File: src/rtl/rntt_pkg.sv
package rntt_pkg;

  // Widths fixed by the data format.
  localparam int unsigned VALUE_W  = 64;
  localparam int unsigned BASE_W   = 5;
  localparam int unsigned FLAGS_W  = 2;
  localparam int unsigned DIGIT_W  = 4;
  localparam int unsigned CHAR_W   = 7;
  localparam int unsigned CFG_IDX_W = 2;

  // Quotient bits produced per divider cycle.
  localparam int unsigned DIV_BITS  = 2;
  localparam int unsigned DIV_STEPS = VALUE_W / DIV_BITS;

  // Radix limits.
  localparam logic [BASE_W-1:0] BASE_MIN = 5'd3;
  localparam logic [BASE_W-1:0] BASE_MAX = 5'd16;

  // Configuration register indexes.
  localparam logic [CFG_IDX_W-1:0] REG_NUMBER_BASE  = 2'd0;
  localparam logic [CFG_IDX_W-1:0] REG_FORMAT_FLAGS = 2'd1;

  // Format flag bit positions.
  localparam int unsigned FLAG_UNSIGNED = 0;
  localparam int unsigned FLAG_LOWER    = 1;

  // ASCII codes.
  localparam logic [CHAR_W-1:0] CHAR_MINUS   = 7'h2D;
  localparam logic [CHAR_W-1:0] CHAR_ZERO    = 7'h30;
  localparam logic [CHAR_W-1:0] CHAR_LOWER_A = 7'h61;
  localparam logic [CHAR_W-1:0] CHAR_UPPER_A = 7'h41;

  // Status from the divider to the sequencer.
  typedef struct packed {
    logic               done;
    logic [DIGIT_W-1:0] remainder;
  } div_status_t;

  // Sequencer states.
  typedef enum logic [2:0] {
    ST_IDLE,
    ST_LAUNCH,
    ST_DIVIDE,
    ST_SIGN,
    ST_READ,
    ST_EMIT
  } state_t;

  // Map one digit to its ASCII character.
  function automatic logic [CHAR_W-1:0] digit_char(input logic [DIGIT_W-1:0] d,
                                                   input logic lower);
    logic [CHAR_W-1:0] ext;
    ext = CHAR_W'(d);
    if (d < 4'd10) begin
      digit_char = CHAR_ZERO + ext;
    end else if (lower) begin
      digit_char = CHAR_LOWER_A + ext - 7'd10;
    end else begin
      digit_char = CHAR_UPPER_A + ext - 7'd10;
    end
  endfunction

endpackage

File: src/rtl/radix_number_to_text_unit.sv
// Each digit is made by one run of the 2-bit-per-cycle divider, and its
// remainder is stored in the digit memory; then a minus sign, if any, is
// emitted, and each digit is read from the memory and emitted, most significant
// first. One number at a time: the input stalls until the sequencer is idle.
// Reset (synchronous, active low) sets base 10, signed uppercase format and
// an idle sequencer; the digit memory is not cleared.
module radix_number_to_text_unit #(
  parameter int unsigned DIGIT_DEPTH = 64
) (
  input  logic                                  clk,
  input  logic                                  rst_n,
  // Configuration port
  input  logic                                  cfg_we,
  input  logic [rntt_pkg::CFG_IDX_W-1:0]        cfg_index,
  input  logic [rntt_pkg::BASE_W-1:0]           cfg_wdata,
  // Input channel
  input  logic                                  in_valid,
  output logic                                  in_stall,
  input  logic signed [rntt_pkg::VALUE_W-1:0]   in_value,
  // Result channel
  output logic                                  out_valid,
  input  logic                                  out_stall,
  output logic [rntt_pkg::CHAR_W-1:0]           out_character,
  output logic                                  out_last_char
);

  localparam int unsigned AW = $clog2(DIGIT_DEPTH);
  localparam int unsigned CW = $clog2(DIGIT_DEPTH + 1);

  // Configuration registers.
  logic [rntt_pkg::BASE_W-1:0]  number_base_r;
  logic [rntt_pkg::FLAGS_W-1:0] format_flags_r;

  always_ff @(posedge clk) begin
    if (!rst_n) begin
      number_base_r  <= 5'd10;
      format_flags_r <= '0;
    end else if (cfg_we) begin
      case (cfg_index)
        rntt_pkg::REG_NUMBER_BASE:  number_base_r  <= cfg_wdata;
        rntt_pkg::REG_FORMAT_FLAGS: format_flags_r <= cfg_wdata[rntt_pkg::FLAGS_W-1:0];
        default: ;
      endcase
    end
  end

  // Sequencer state and per-number registers.
  rntt_pkg::state_t             state_r, state_nxt;
  logic [rntt_pkg::VALUE_W-1:0] mag_r, mag_nxt;
  logic [rntt_pkg::BASE_W-1:0]  base_r, base_nxt;
  logic                         neg_r, neg_nxt;
  logic                         lower_r, lower_nxt;
  logic [CW-1:0]                cnt_r, cnt_nxt;
  logic [AW-1:0]                idx_r, idx_nxt;

  // Output register.
  logic                         out_valid_r;
  logic [rntt_pkg::CHAR_W-1:0]  out_character_r;
  logic                         out_last_char_r;
  logic                         out_load;
  logic [rntt_pkg::CHAR_W-1:0]  load_char;
  logic                         load_last;
  logic                         out_free;

  // Digit memory.
  logic [rntt_pkg::DIGIT_W-1:0] digit_mem [DIGIT_DEPTH];
  logic [rntt_pkg::DIGIT_W-1:0] rd_data_r;
  logic                         mem_we;
  logic                         mem_re;

  // Divider.
  logic                         div_start;
  logic [rntt_pkg::VALUE_W-1:0] div_quot;
  rntt_pkg::div_status_t        div_st;

  logic [rntt_pkg::BASE_W-1:0]  base_sat;
  logic                         value_neg;
  logic [CW-1:0]                cnt_inc;

  assign out_free  = !out_valid_r || !out_stall;
  assign cnt_inc   = cnt_r + 1'b1;
  assign value_neg = !format_flags_r[rntt_pkg::FLAG_UNSIGNED] && in_value[rntt_pkg::VALUE_W-1];

  // Clamp the radix into its supported range.
  always_comb begin
    if (number_base_r < rntt_pkg::BASE_MIN) begin
      base_sat = rntt_pkg::BASE_MIN;
    end else if (number_base_r > rntt_pkg::BASE_MAX) begin
      base_sat = rntt_pkg::BASE_MAX;
    end else begin
      base_sat = number_base_r;
    end
  end

  rntt_divider u_divider (
    .clk      (clk),
    .rst_n    (rst_n),
    .start    (div_start),
    .dividend (mag_r),
    .divisor  (base_r),
    .quotient (div_quot),
    .status   (div_st)
  );

  // Next state and control.
  always_comb begin
    state_nxt = state_r;
    mag_nxt   = mag_r;
    base_nxt  = base_r;
    neg_nxt   = neg_r;
    lower_nxt = lower_r;
    cnt_nxt   = cnt_r;
    idx_nxt   = idx_r;
    in_stall  = 1'b1;
    div_start = 1'b0;
    mem_we    = 1'b0;
    mem_re    = 1'b0;
    out_load  = 1'b0;
    load_char = rntt_pkg::digit_char(rd_data_r, lower_r);
    load_last = 1'b0;
    case (state_r)
      rntt_pkg::ST_IDLE: begin
        in_stall = 1'b0;
        if (in_valid) begin
          neg_nxt   = value_neg;
          mag_nxt   = value_neg ? (64'd0 - $unsigned(in_value)) : $unsigned(in_value);
          base_nxt  = base_sat;
          lower_nxt = format_flags_r[rntt_pkg::FLAG_LOWER];
          cnt_nxt   = '0;
          state_nxt = rntt_pkg::ST_LAUNCH;
        end
      end
      rntt_pkg::ST_LAUNCH: begin
        div_start = 1'b1;
        state_nxt = rntt_pkg::ST_DIVIDE;
      end
      rntt_pkg::ST_DIVIDE: begin
        if (div_st.done) begin
          mem_we  = 1'b1;
          mag_nxt = div_quot;
          cnt_nxt = cnt_inc;
          if (div_quot != '0 && cnt_inc < CW'(DIGIT_DEPTH)) begin
            state_nxt = rntt_pkg::ST_LAUNCH;
          end else begin
            state_nxt = rntt_pkg::ST_SIGN;
          end
        end
      end
      rntt_pkg::ST_SIGN: begin
        mag_nxt = '0;
        idx_nxt = AW'(cnt_r - 1'b1);
        if (!neg_r) begin
          state_nxt = rntt_pkg::ST_READ;
        end else if (out_free) begin
          out_load  = 1'b1;
          load_char = rntt_pkg::CHAR_MINUS;
          state_nxt = rntt_pkg::ST_READ;
        end
      end
      rntt_pkg::ST_READ: begin
        mem_re    = 1'b1;
        state_nxt = rntt_pkg::ST_EMIT;
      end
      rntt_pkg::ST_EMIT: begin
        if (out_free) begin
          out_load  = 1'b1;
          load_last = (idx_r == '0);
          if (idx_r == '0) begin
            state_nxt = rntt_pkg::ST_IDLE;
          end else begin
            idx_nxt   = idx_r - 1'b1;
            state_nxt = rntt_pkg::ST_READ;
          end
        end
      end
      default: state_nxt = rntt_pkg::ST_IDLE;
    endcase
  end

  // Control registers.
  always_ff @(posedge clk) begin
    if (!rst_n) begin
      state_r <= rntt_pkg::ST_IDLE;
      mag_r   <= '0;
      cnt_r   <= '0;
    end else begin
      state_r <= state_nxt;
      mag_r   <= mag_nxt;
      cnt_r   <= cnt_nxt;
    end
  end

  // Per-number payload registers.
  always_ff @(posedge clk) begin
    base_r  <= base_nxt;
    neg_r   <= neg_nxt;
    lower_r <= lower_nxt;
    idx_r   <= idx_nxt;
  end

  // Digit memory: one write port, one registered read port.
  always_ff @(posedge clk) begin
    if (mem_we) begin
      digit_mem[cnt_r[AW-1:0]] <= div_st.remainder;
    end
    if (mem_re) begin
      rd_data_r <= digit_mem[idx_r];
    end
  end

  // Output register: a new character loads as the old one transfers.
  always_ff @(posedge clk) begin
    if (!rst_n) begin
      out_valid_r <= 1'b0;
    end else if (out_load) begin
      out_valid_r <= 1'b1;
    end else if (!out_stall) begin
      out_valid_r <= 1'b0;
    end
  end

  always_ff @(posedge clk) begin
    if (out_load) begin
      out_character_r <= load_char;
      out_last_char_r <= load_last;
    end
  end

  assign out_valid     = out_valid_r;
  assign out_character = out_character_r;
  assign out_last_char = out_last_char_r;

  a_done_in_divide: assert property (@(posedge clk) disable iff (!rst_n)
    div_st.done |-> state_r == rntt_pkg::ST_DIVIDE)
    else $error("divider finished outside the divide phase");

  a_write_in_range: assert property (@(posedge clk) disable iff (!rst_n)
    mem_we |-> cnt_r < CW'(DIGIT_DEPTH))
    else $error("digit write beyond memory depth");

  a_digits_present: assert property (@(posedge clk) disable iff (!rst_n)
    state_r == rntt_pkg::ST_SIGN |-> cnt_r != '0)
    else $error("emission started with no digits");

  a_last_ends_number: assert property (@(posedge clk) disable iff (!rst_n)
    (out_load && load_last) |=> state_r == rntt_pkg::ST_IDLE && out_valid_r)
    else $error("final character did not end the number");

endmodule

File: src/rtl/rntt_divider.sv
// Restoring divider of a 64-bit magnitude by a small radix, two quotient
// bits per cycle.
module rntt_divider (
  input  logic                                 clk,
  input  logic                                 rst_n,
  input  logic                                 start,
  input  logic [rntt_pkg::VALUE_W-1:0]         dividend,
  input  logic [rntt_pkg::BASE_W-1:0]          divisor,
  output logic [rntt_pkg::VALUE_W-1:0]         quotient,
  output rntt_pkg::div_status_t                status
);

  localparam int unsigned CNT_W = $clog2(rntt_pkg::DIV_STEPS);

  logic [rntt_pkg::VALUE_W-1:0] q_r, q_nxt;
  logic [rntt_pkg::DIGIT_W-1:0] rem_r, rem_nxt;
  logic [CNT_W-1:0]             cnt_r;
  logic                         busy_r;
  logic                         done_r;

  // Shift-subtract steps for one cycle.
  always_comb begin
    logic [rntt_pkg::DIGIT_W:0] trial;
    q_nxt   = q_r;
    rem_nxt = rem_r;
    for (int k = 0; k < rntt_pkg::DIV_BITS; k++) begin
      trial = {rem_nxt, q_nxt[rntt_pkg::VALUE_W-1]};
      q_nxt = {q_nxt[rntt_pkg::VALUE_W-2:0], 1'b0};
      if (trial >= divisor) begin
        rem_nxt  = rntt_pkg::DIGIT_W'(trial - divisor);
        q_nxt[0] = 1'b1;
      end else begin
        rem_nxt = rntt_pkg::DIGIT_W'(trial);
      end
    end
  end

  // Control state.
  always_ff @(posedge clk) begin
    if (!rst_n) begin
      busy_r <= 1'b0;
      done_r <= 1'b0;
      cnt_r  <= '0;
    end else begin
      done_r <= 1'b0;
      if (start) begin
        busy_r <= 1'b1;
        cnt_r  <= '0;
      end else if (busy_r) begin
        cnt_r <= cnt_r + 1'b1;
        if (cnt_r == CNT_W'(rntt_pkg::DIV_STEPS - 1)) begin
          busy_r <= 1'b0;
          done_r <= 1'b1;
        end
      end
    end
  end

  // Datapath: quotient shifts in from the bottom as the dividend leaves.
  always_ff @(posedge clk) begin
    if (start) begin
      q_r   <= dividend;
      rem_r <= '0;
    end else if (busy_r) begin
      q_r   <= q_nxt;
      rem_r <= rem_nxt;
    end
  end

  assign quotient         = q_r;
  assign status.done      = done_r;
  assign status.remainder = rem_r;

  a_done_after_busy: assert property (@(posedge clk) disable iff (!rst_n)
    done_r |-> $past(busy_r))
    else $error("divider done without a running division");

  a_no_start_while_busy: assert property (@(posedge clk) disable iff (!rst_n)
    start |-> !busy_r)
    else $error("divider restarted while busy");

  a_rem_below_divisor: assert property (@(posedge clk) disable iff (!rst_n)
    done_r |-> ({1'b0, rem_r} < divisor))
    else $error("remainder not below divisor");

endmodule
File: config.mk
export PLATFORM = sky130hd
export DESIGN_NAME = radix_number_to_text_unit
export DESIGN_NICKNAME = d
export VERILOG_FILES = /design/src/rtl/rntt_pkg.sv /design/src/rtl/radix_number_to_text_unit.sv /design/src/rtl/rntt_divider.sv
export SDC_FILE = /design/constraint.sdc
export NUM_CORES = 1
export LEC_CHECK = 0
export BUFFER_PORTS_ARGS = -buffer_cell sky130_fd_sc_hd__buf_2
export CORE_MARGIN = 5
export CORE_UTILIZATION = 35
export DETAILED_ROUTE_END_ITERATION = 7
export PLACE_DENSITY_LB_ADDON = 0.05
export RECOVER_POWER = 100
export SLEW_MARGIN = 20
export SYNTH_ARGS = -nofsm -noshare
export SYNTH_HDL_FRONTEND = slang
export SYNTH_SLANG_ARGS = --single-unit
File: constraint.sdc
create_clock -name clk -period 4.9 [get_ports clk]
set_input_delay 0.735 -clock clk [delete_from_list [all_inputs] [get_ports clk]]
set_output_delay 0.735 -clock clk [all_outputs]
set_load 0.005 [all_outputs]
==> flow_summary.json, run 1 <==
{
  "chipWidth_um": 249.6,
  "fillers": 5479,
  "grt_overflow": 0,
  "setup_tns_ps": 0,
  "p_leak_nw": 7.946,
  "yosysTopAreaCell": "edfxtp_1",
  "grt_setup_unrepaired": "false",
  "crit_top_cell": "o21ai_0",
  "core.rowCount": 87,
  "worstPathRequired_ps": 5410,
  "hp-class": "in2reg",
  "path_delay_family": "compound AO/OA/AOI/OAI gates",
  "grt_use_met1_pct": 24.33,
  "yosysMostFrequentCell": "edfxtp_1",
  "crit_path_start": "base_r[1]",
  "setup_viol_count_final": 0,
  "cp_slowest_cell": "or3b_2",
  "die_height_um": 249.6,
  "critical_path_buf_inv_count": 2,
  "nets": 1809,
  "ys_warn_count": 0,
  "async_reset_ff_share_pct": 0,
  "cts_root_buf": "clkbuf_16",
  "grtUsageMet2_pct": 30.82,
  "tritoncts": "yes",
  "cp.arrival_ps": 4460,
  "power_per_cell_area_nw_per_um2": 434.6,
  "syn_nets": 1745,
  "cpPeakStageDelay_ps": 560,
  "outcome": "complete, but fails checks",
  "synth_area_leaders": "edfxtp_1 52%, dfxtp_1 9.3%, mux4_2 7.6%",
  "drt-initial-drc-count": 870,
  "post_drt_wl_per_cell_um": 23.01,
  "use_met3_pct": 2.926,
  "vias": 13400,
  "critPathKind": "reg2reg",
  "final_cell_area_um2": 22840,
  "htree_levels": 2,
  "clock_latency_ps": 610,
  "antenna_left": 0,
  "cp-start-kind": "flop",
  "antenna_found_initial": 1,
  "grtUsageTotal_pct": 18.27,
  "cp_cell_sequence": "inv_1 > ha_1 > nor2b_1 > o21a_1 > o21ai_0 > a21boi_0 > nor2_1 > mux2_1 > inv_1 > ha_1 > a21o_1 > a21oi_1 > o21ai_0 > or3b_2 > o21ai_0",
  "clockBufferDepth": 3,
  "critPathCaptureType": "flop",
  "worst-path-max-fanout": 8,
  "netlist_instances": 1651,
  "clkSinkCount": 438,
  "floorplan.initialDensity_pct": 35.48,
  "synth_top_cells_by_count": "345 x edfxtp_1, 268 x nand2_1, 189 x nor2_1",
  "diodes": 0,
  "avgSynthCellArea_um2": 12.17,
  "ys_seq_elements": 438,
  "drt_pass1_iterations": 5,
  "hold_ws_ps": 373.4,
  "area_growth_pct": 13.73,
  "relSlewSlack_pct": -87.08,
  "port_buffers": 85,
  "cts_buffers": 50,
  "post_cts_resize_count": 0,
  "routed_wl_um": 57740,
  "skew_ps": 25.04,
  "grt_most_used_layer": "met2",
  "maxCapViolCount": 7,
  "worst_pin_slew_ps": 2806,
  "die_area_um2": 62280,
  "post-dp-hpwl_um": 36820,
  "viasPerCell": 5.342,
  "grt_pass1_vias": 13920,
  "ir_drop_mv": 0.2908,
  "path_clk_slew_ps": 60,
  "hold_viol": 0,
  "max_freq_mhz": 253.2,
  "post_cts_buffers": 0,
  "ys_types": 65,
  "hold_start": "cfg_wdata[3]",
  "ff2ff_setup_slack_ps": 950,
  "io_pins": 86,
  "grt_start_max_net_pins": 77,
  "final-max-slew-violation-count": 358,
  "place_area_um2": 21320,
  "globalplace.congestion": 0.7816,
  "route.detailed.drc": 0,
  "synth_ff_type": "edfxtp_1",
  "failed_checks": "max-capacitance violations, max-slew violations",
  "core_area_um2": 56600,
  "grt_pass1_wl_um": 88410,
  "syn_area_um2": 20090,
  "min_period_over_period_pct": 80.61,
  "hold_buffers": 0,
  "finalCriticalPeriod_ps": 3950,
  "post_route_cells_drive_above_1_share_pct": 15.46,
  "yosys.area.top_type_share_pct": 51.58,
  "rr_startpoint": "base_r[1]",
  "synth_edf_count": 345,
  "ys_seq_area_share_pct": 60.85
}
-- registers in the layout (all words and copies together), names as in the netlist --
register	count
idx_r	6
u_divider.cnt_r	5
digit_mem	256
mag_r	64
rd_data_r	4
base_r	5
u_divider.rem_r	4
state_r	3
u_divider.quotient	64
out_last_char	1
neg_r	1
out_valid	1
format_flags_r	2
number_base_r	5
cnt_r	7
out_character	7
u_divider.done_r	1
lower_r	1
u_divider.busy_r	1
-- cell families after synthesis --
kind of cell | synth area share [%]
flops | 60.85
buf+inv | 2.429
fa+ha+maj | 1.196
xor+xnor | 3.096
mux | 9.793
simple gates | 13.97
compound gates | 8.671
-- routing by layer --
metal | share of wire [%] | wire length, µm
met3 | 4.7 | 2687
met4 | 3.0 | 1756
met2 | 49 | 28220
met1 | 43 | 25080
met5 | 0 | 0
-- power by group --
group | internal [mW] | switching [mW]
combinational | 0.419 | 1.01
clock | 2.11 | 1.56
sequential | 4.60 | 0.217
total | 7.14 | 2.79
-- worst min-delay path, cell delays in order --
cell and delay (ps):
buf_2 80, mux2i_1 50, nand2_1 60
-- through the flow --
step                cells  power [mW]  utilization, %  worst slack, ps
global route         2509       10.40           40.36            568.4
CTS                  2509       10.08           40.47             1117
finish               2509       9.929           40.36            949.9
floorplan            1651       5.728               -            780.2
global placement     2419       6.350           37.67             1246
detailed placement   2419       6.363           37.67             1148
-- layout make-up --
class                   count  area [µm²]  share of cell area, %
multi-input cells        1087        7398                  32.39
inverters                  25       93.84                 0.4108
clock inverters            26       271.5                  1.189
repair buffers            113       598.1                  2.618
clock buffers              64        1314                  5.751
well taps                 756       945.9                  4.141
flip-flops and latches    438       12220                  53.50
-- cell usage in the layout, fill, tap and decap left out, types with 9 or more instances in the layout --
cell type / count
nor4_1: 26
edfxtp_1: 345
mux4_2: 68
or3_1: 12
nor2_1: 189
and3_1: 11
clkbuf_16: 50
a21oi_1: 71
xnor2_1: 36
o21ai_0: 67
ha_1: 16
nand2b_1: 11
mux2_2: 9
nand4_1: 10
dfxtp_1: 93
clkinv_1: 12
buf_2: 77
inv_1: 23
nand2_1: 268
nor3_1: 19
xor2_1: 35
a31oi_1: 18
buf_4: 20
o41ai_1: 11
a221oi_1: 36
nand3_1: 27
mux2i_1: 30
clkbuf_1: 27
-- path summary, 6_finish.rpt --
kind,end,cells past startpoint
worst min-delay path,number_base_r[3],3
worst max-delay path,u_divider.rem_r[1],15
worst max register to register,u_divider.rem_r[1],15
worst min register to register,mag_r[3],2
No activity file was read; power rests on OpenSTA's default activity.
==> run 2: changes to the inputs <==
clock period = 3.7 ns   (was 4.9 ns; I/O delays follow)
==> run 2 against run 1 <==
Effect of this change:
- the run still ends with max-capacitance violations, max-slew violations left
- critical path depth unchanged
- cell area increased by 0.83%
- final cell count increased by 0.72%
- fmax increased by 16%
- global-route usage decreased by 0.18 points
- combinational power increased by 35%
- sequential share of layout area decreased by 0.44 points
- clock power increased by 36%
- clock-buffer cell count increased by 5
- largest cell class unchanged
==> flow_summary.json, run 2 (synthesis gave the netlist of run 1 again) <==
{
  "relSlewSlack_pct": -93.03,
  "setup_tns_ps": 0,
  "path_delay_family": "compound AO/OA/AOI/OAI gates",
  "cts_root_buf": "clkbuf_16",
  "hp-class": "in2reg",
  "worst-path-max-fanout": 4,
  "grt_overflow": 0,
  "crit_top_cell": "o21ai_1",
  "globalplace.congestion": 0.8225,
  "drt_pass1_iterations": 5,
  "finalCriticalPeriod_ps": 3408,
  "antenna_found_initial": 2,
  "critPathCaptureType": "flop",
  "hold_viol": 0,
  "clock_latency_ps": 590,
  "floorplan.initialDensity_pct": 35.48,
  "cp_cell_sequence": "inv_2 > ha_1 > nor2b_1 > o21a_1 > o21ai_1 > a21boi_0 > nor2_1 > mux2_2 > inv_1 > ha_1 > a21o_1 > a21oi_1 > o21ai_1 > or3b_2 > o21ai_1",
  "core.rowCount": 87,
  "cp-start-kind": "flop",
  "hold_start": "cfg_wdata[3]",
  "hold_ws_ps": 198.4,
  "core_area_um2": 56600,
  "cts_buffers": 50,
  "nets": 1822,
  "max_freq_mhz": 293.4,
  "grt_setup_unrepaired": "false",
  "largest_reg_flops": 256,
  "setup_viol_count_final": 0,
  "critPathKind": "reg2reg",
  "vias": 13440,
  "critical_path_buf_inv_count": 2,
  "rr_startpoint": "base_r[1]",
  "grt_start_max_net_pins": 71,
  "viasPerCell": 5.317,
  "cpPeakStageDelay_ps": 460,
  "path_clk_slew_ps": 50,
  "final_util_pct": 40.69,
  "grtUsageTotal_pct": 18.09,
  "antenna_left": 0,
  "min_path_cells": 3,
  "cp.arrival_ps": 3920,
  "clkSinkCount": 438,
  "area_growth_pct": 14.68,
  "ff2ff_setup_slack_ps": 290,
  "outcome": "complete, but fails checks",
  "io_pins": 86,
  "worst_pin_slew_ps": 2895,
  "post-dp-hpwl_um": 37320,
  "skew_ps": 8.515,
  "chipWidth_um": 249.6,
  "r2r_end": "u_divider.rem_r[1]",
  "cp_slowest_cell": "or3b_2",
  "worstPathRequired_ps": 4210,
  "die_height_um": 249.6,
  "p_leak_nw": 8.053,
  "ir_drop_mv": 0.3368,
  "route.detailed.drc": 0,
  "post_route_cells_drive_above_1_share_pct": 16.38,
  "final-max-slew-violation-count": 277,
  "htree_levels": 2,
  "post_drt_wl_per_cell_um": 22.66,
  "power_per_cell_area_nw_per_um2": 578.2,
  "port_buffers": 85,
  "r2r.worst_path.cells": 15,
  "clockBufferDepth": 3,
  "die_area_um2": 62280,
  "final_common_cell": "edfxtp_1",
  "grt_pass1_vias": 13900,
  "layout_common_cells": "345 x edfxtp_1, 268 x nand2_1, 189 x nor2_1, 93 x dfxtp_1, 75 x buf_2",
  "min_period_over_period_pct": 92.11,
  "tritoncts": "yes",
  "maxCapViolCount": 5,
  "failed_checks": "max-capacitance violations, max-slew violations",
  "routed_wl_um": 57250,
  "min_to": "number_base_r[3]",
  "drt-initial-drc-count": 890,
  "grt_pass1_wl_um": 88120
}
-- run 2: changes by cell type in the layout (fill, tap and decap cells not counted), sizes merged --
| cell | previous run | this run |
|---|---|---|
| buf | 97 | 103 |
| clkbuf | 80 | 92 |
| clkinv | 20 | 18 |
| clkinvlp | 1 | 3 |
| diode | 0 | 1 |
| inv | 26 | 25 |
-- run 2: layer usage --
metal  global-route usage [%]  vias to the layer above  wire [µm]
li1                         -                     6348          -
met1                    23.58                     6692      24630
met2                    31.33                      297      28540
met3                    2.894                       98       2399
met4                    5.331                        2       1664
met5                        0                        -         13
-- run 2: cell type report --
class	count	area, µm²
Fill cell	5459	33570
Clock buffer	69	1404
Sequential cell	438	12220
Timing Repair Buffer	126	742.0
Inverter	25	93.84
Tap cell	756	945.9
Clock inverter	25	247.7
Multi-Input combinational cell	1087	7376
Antenna cell	1	2.502
-- run 2: power breakdown --
group	internal [mW]	total, mW	switching [mW]
clock network	2.94	4.99	2.05
registers	6.11	6.40	0.297
logic	0.596	1.93	1.33
-- run 2: repair_timing --
action                                  CTS  global route
buffers inserted                          1             0
endpoints found under the setup margin    1             5
resized for setup                         0             3
hold buffers                              0             0
pin swaps                                 1             1
-- run 2: worst min-delay path, stage by stage --
cell and delay [ps]:
buf_2 80, mux2i_1 60, nand2_1 60
-- run 2: worst max-delay path by stage --
stage	depth (start not counted)	slack (ps)	to	start
after floorplan	14	10	u_divider.rem_r[2]	u_divider.rem_r[0]
after global placement	15	120	u_divider.rem_r[1]	base_r[1]
after detailed placement	15	-4	u_divider.rem_r[1]	base_r[1]
after CTS	15	40	u_divider.rem_r[1]	base_r[1]
after global routing	15	20	u_divider.rem_r[1]	base_r[1]
final	15	290	u_divider.rem_r[1]	base_r[1]
-- run 2: through the flow --
| stage | worst slack, ps | power, mW | cells | area, µm² |
|---|---|---|---|---|
| detailed placement | -3.784 | 8.461 | 2431 | 21480 |
| floorplan | 14.80 | 7.580 | 1651 | 20090 |
| finish | 292.1 | 13.32 | 2527 | 23030 |
| global route | 23.97 | 13.97 | 2526 | 23030 |
| CTS | 42.85 | 13.52 | 2526 | 23130 |
| global placement | 118.3 | 8.431 | 2431 | 21480 |
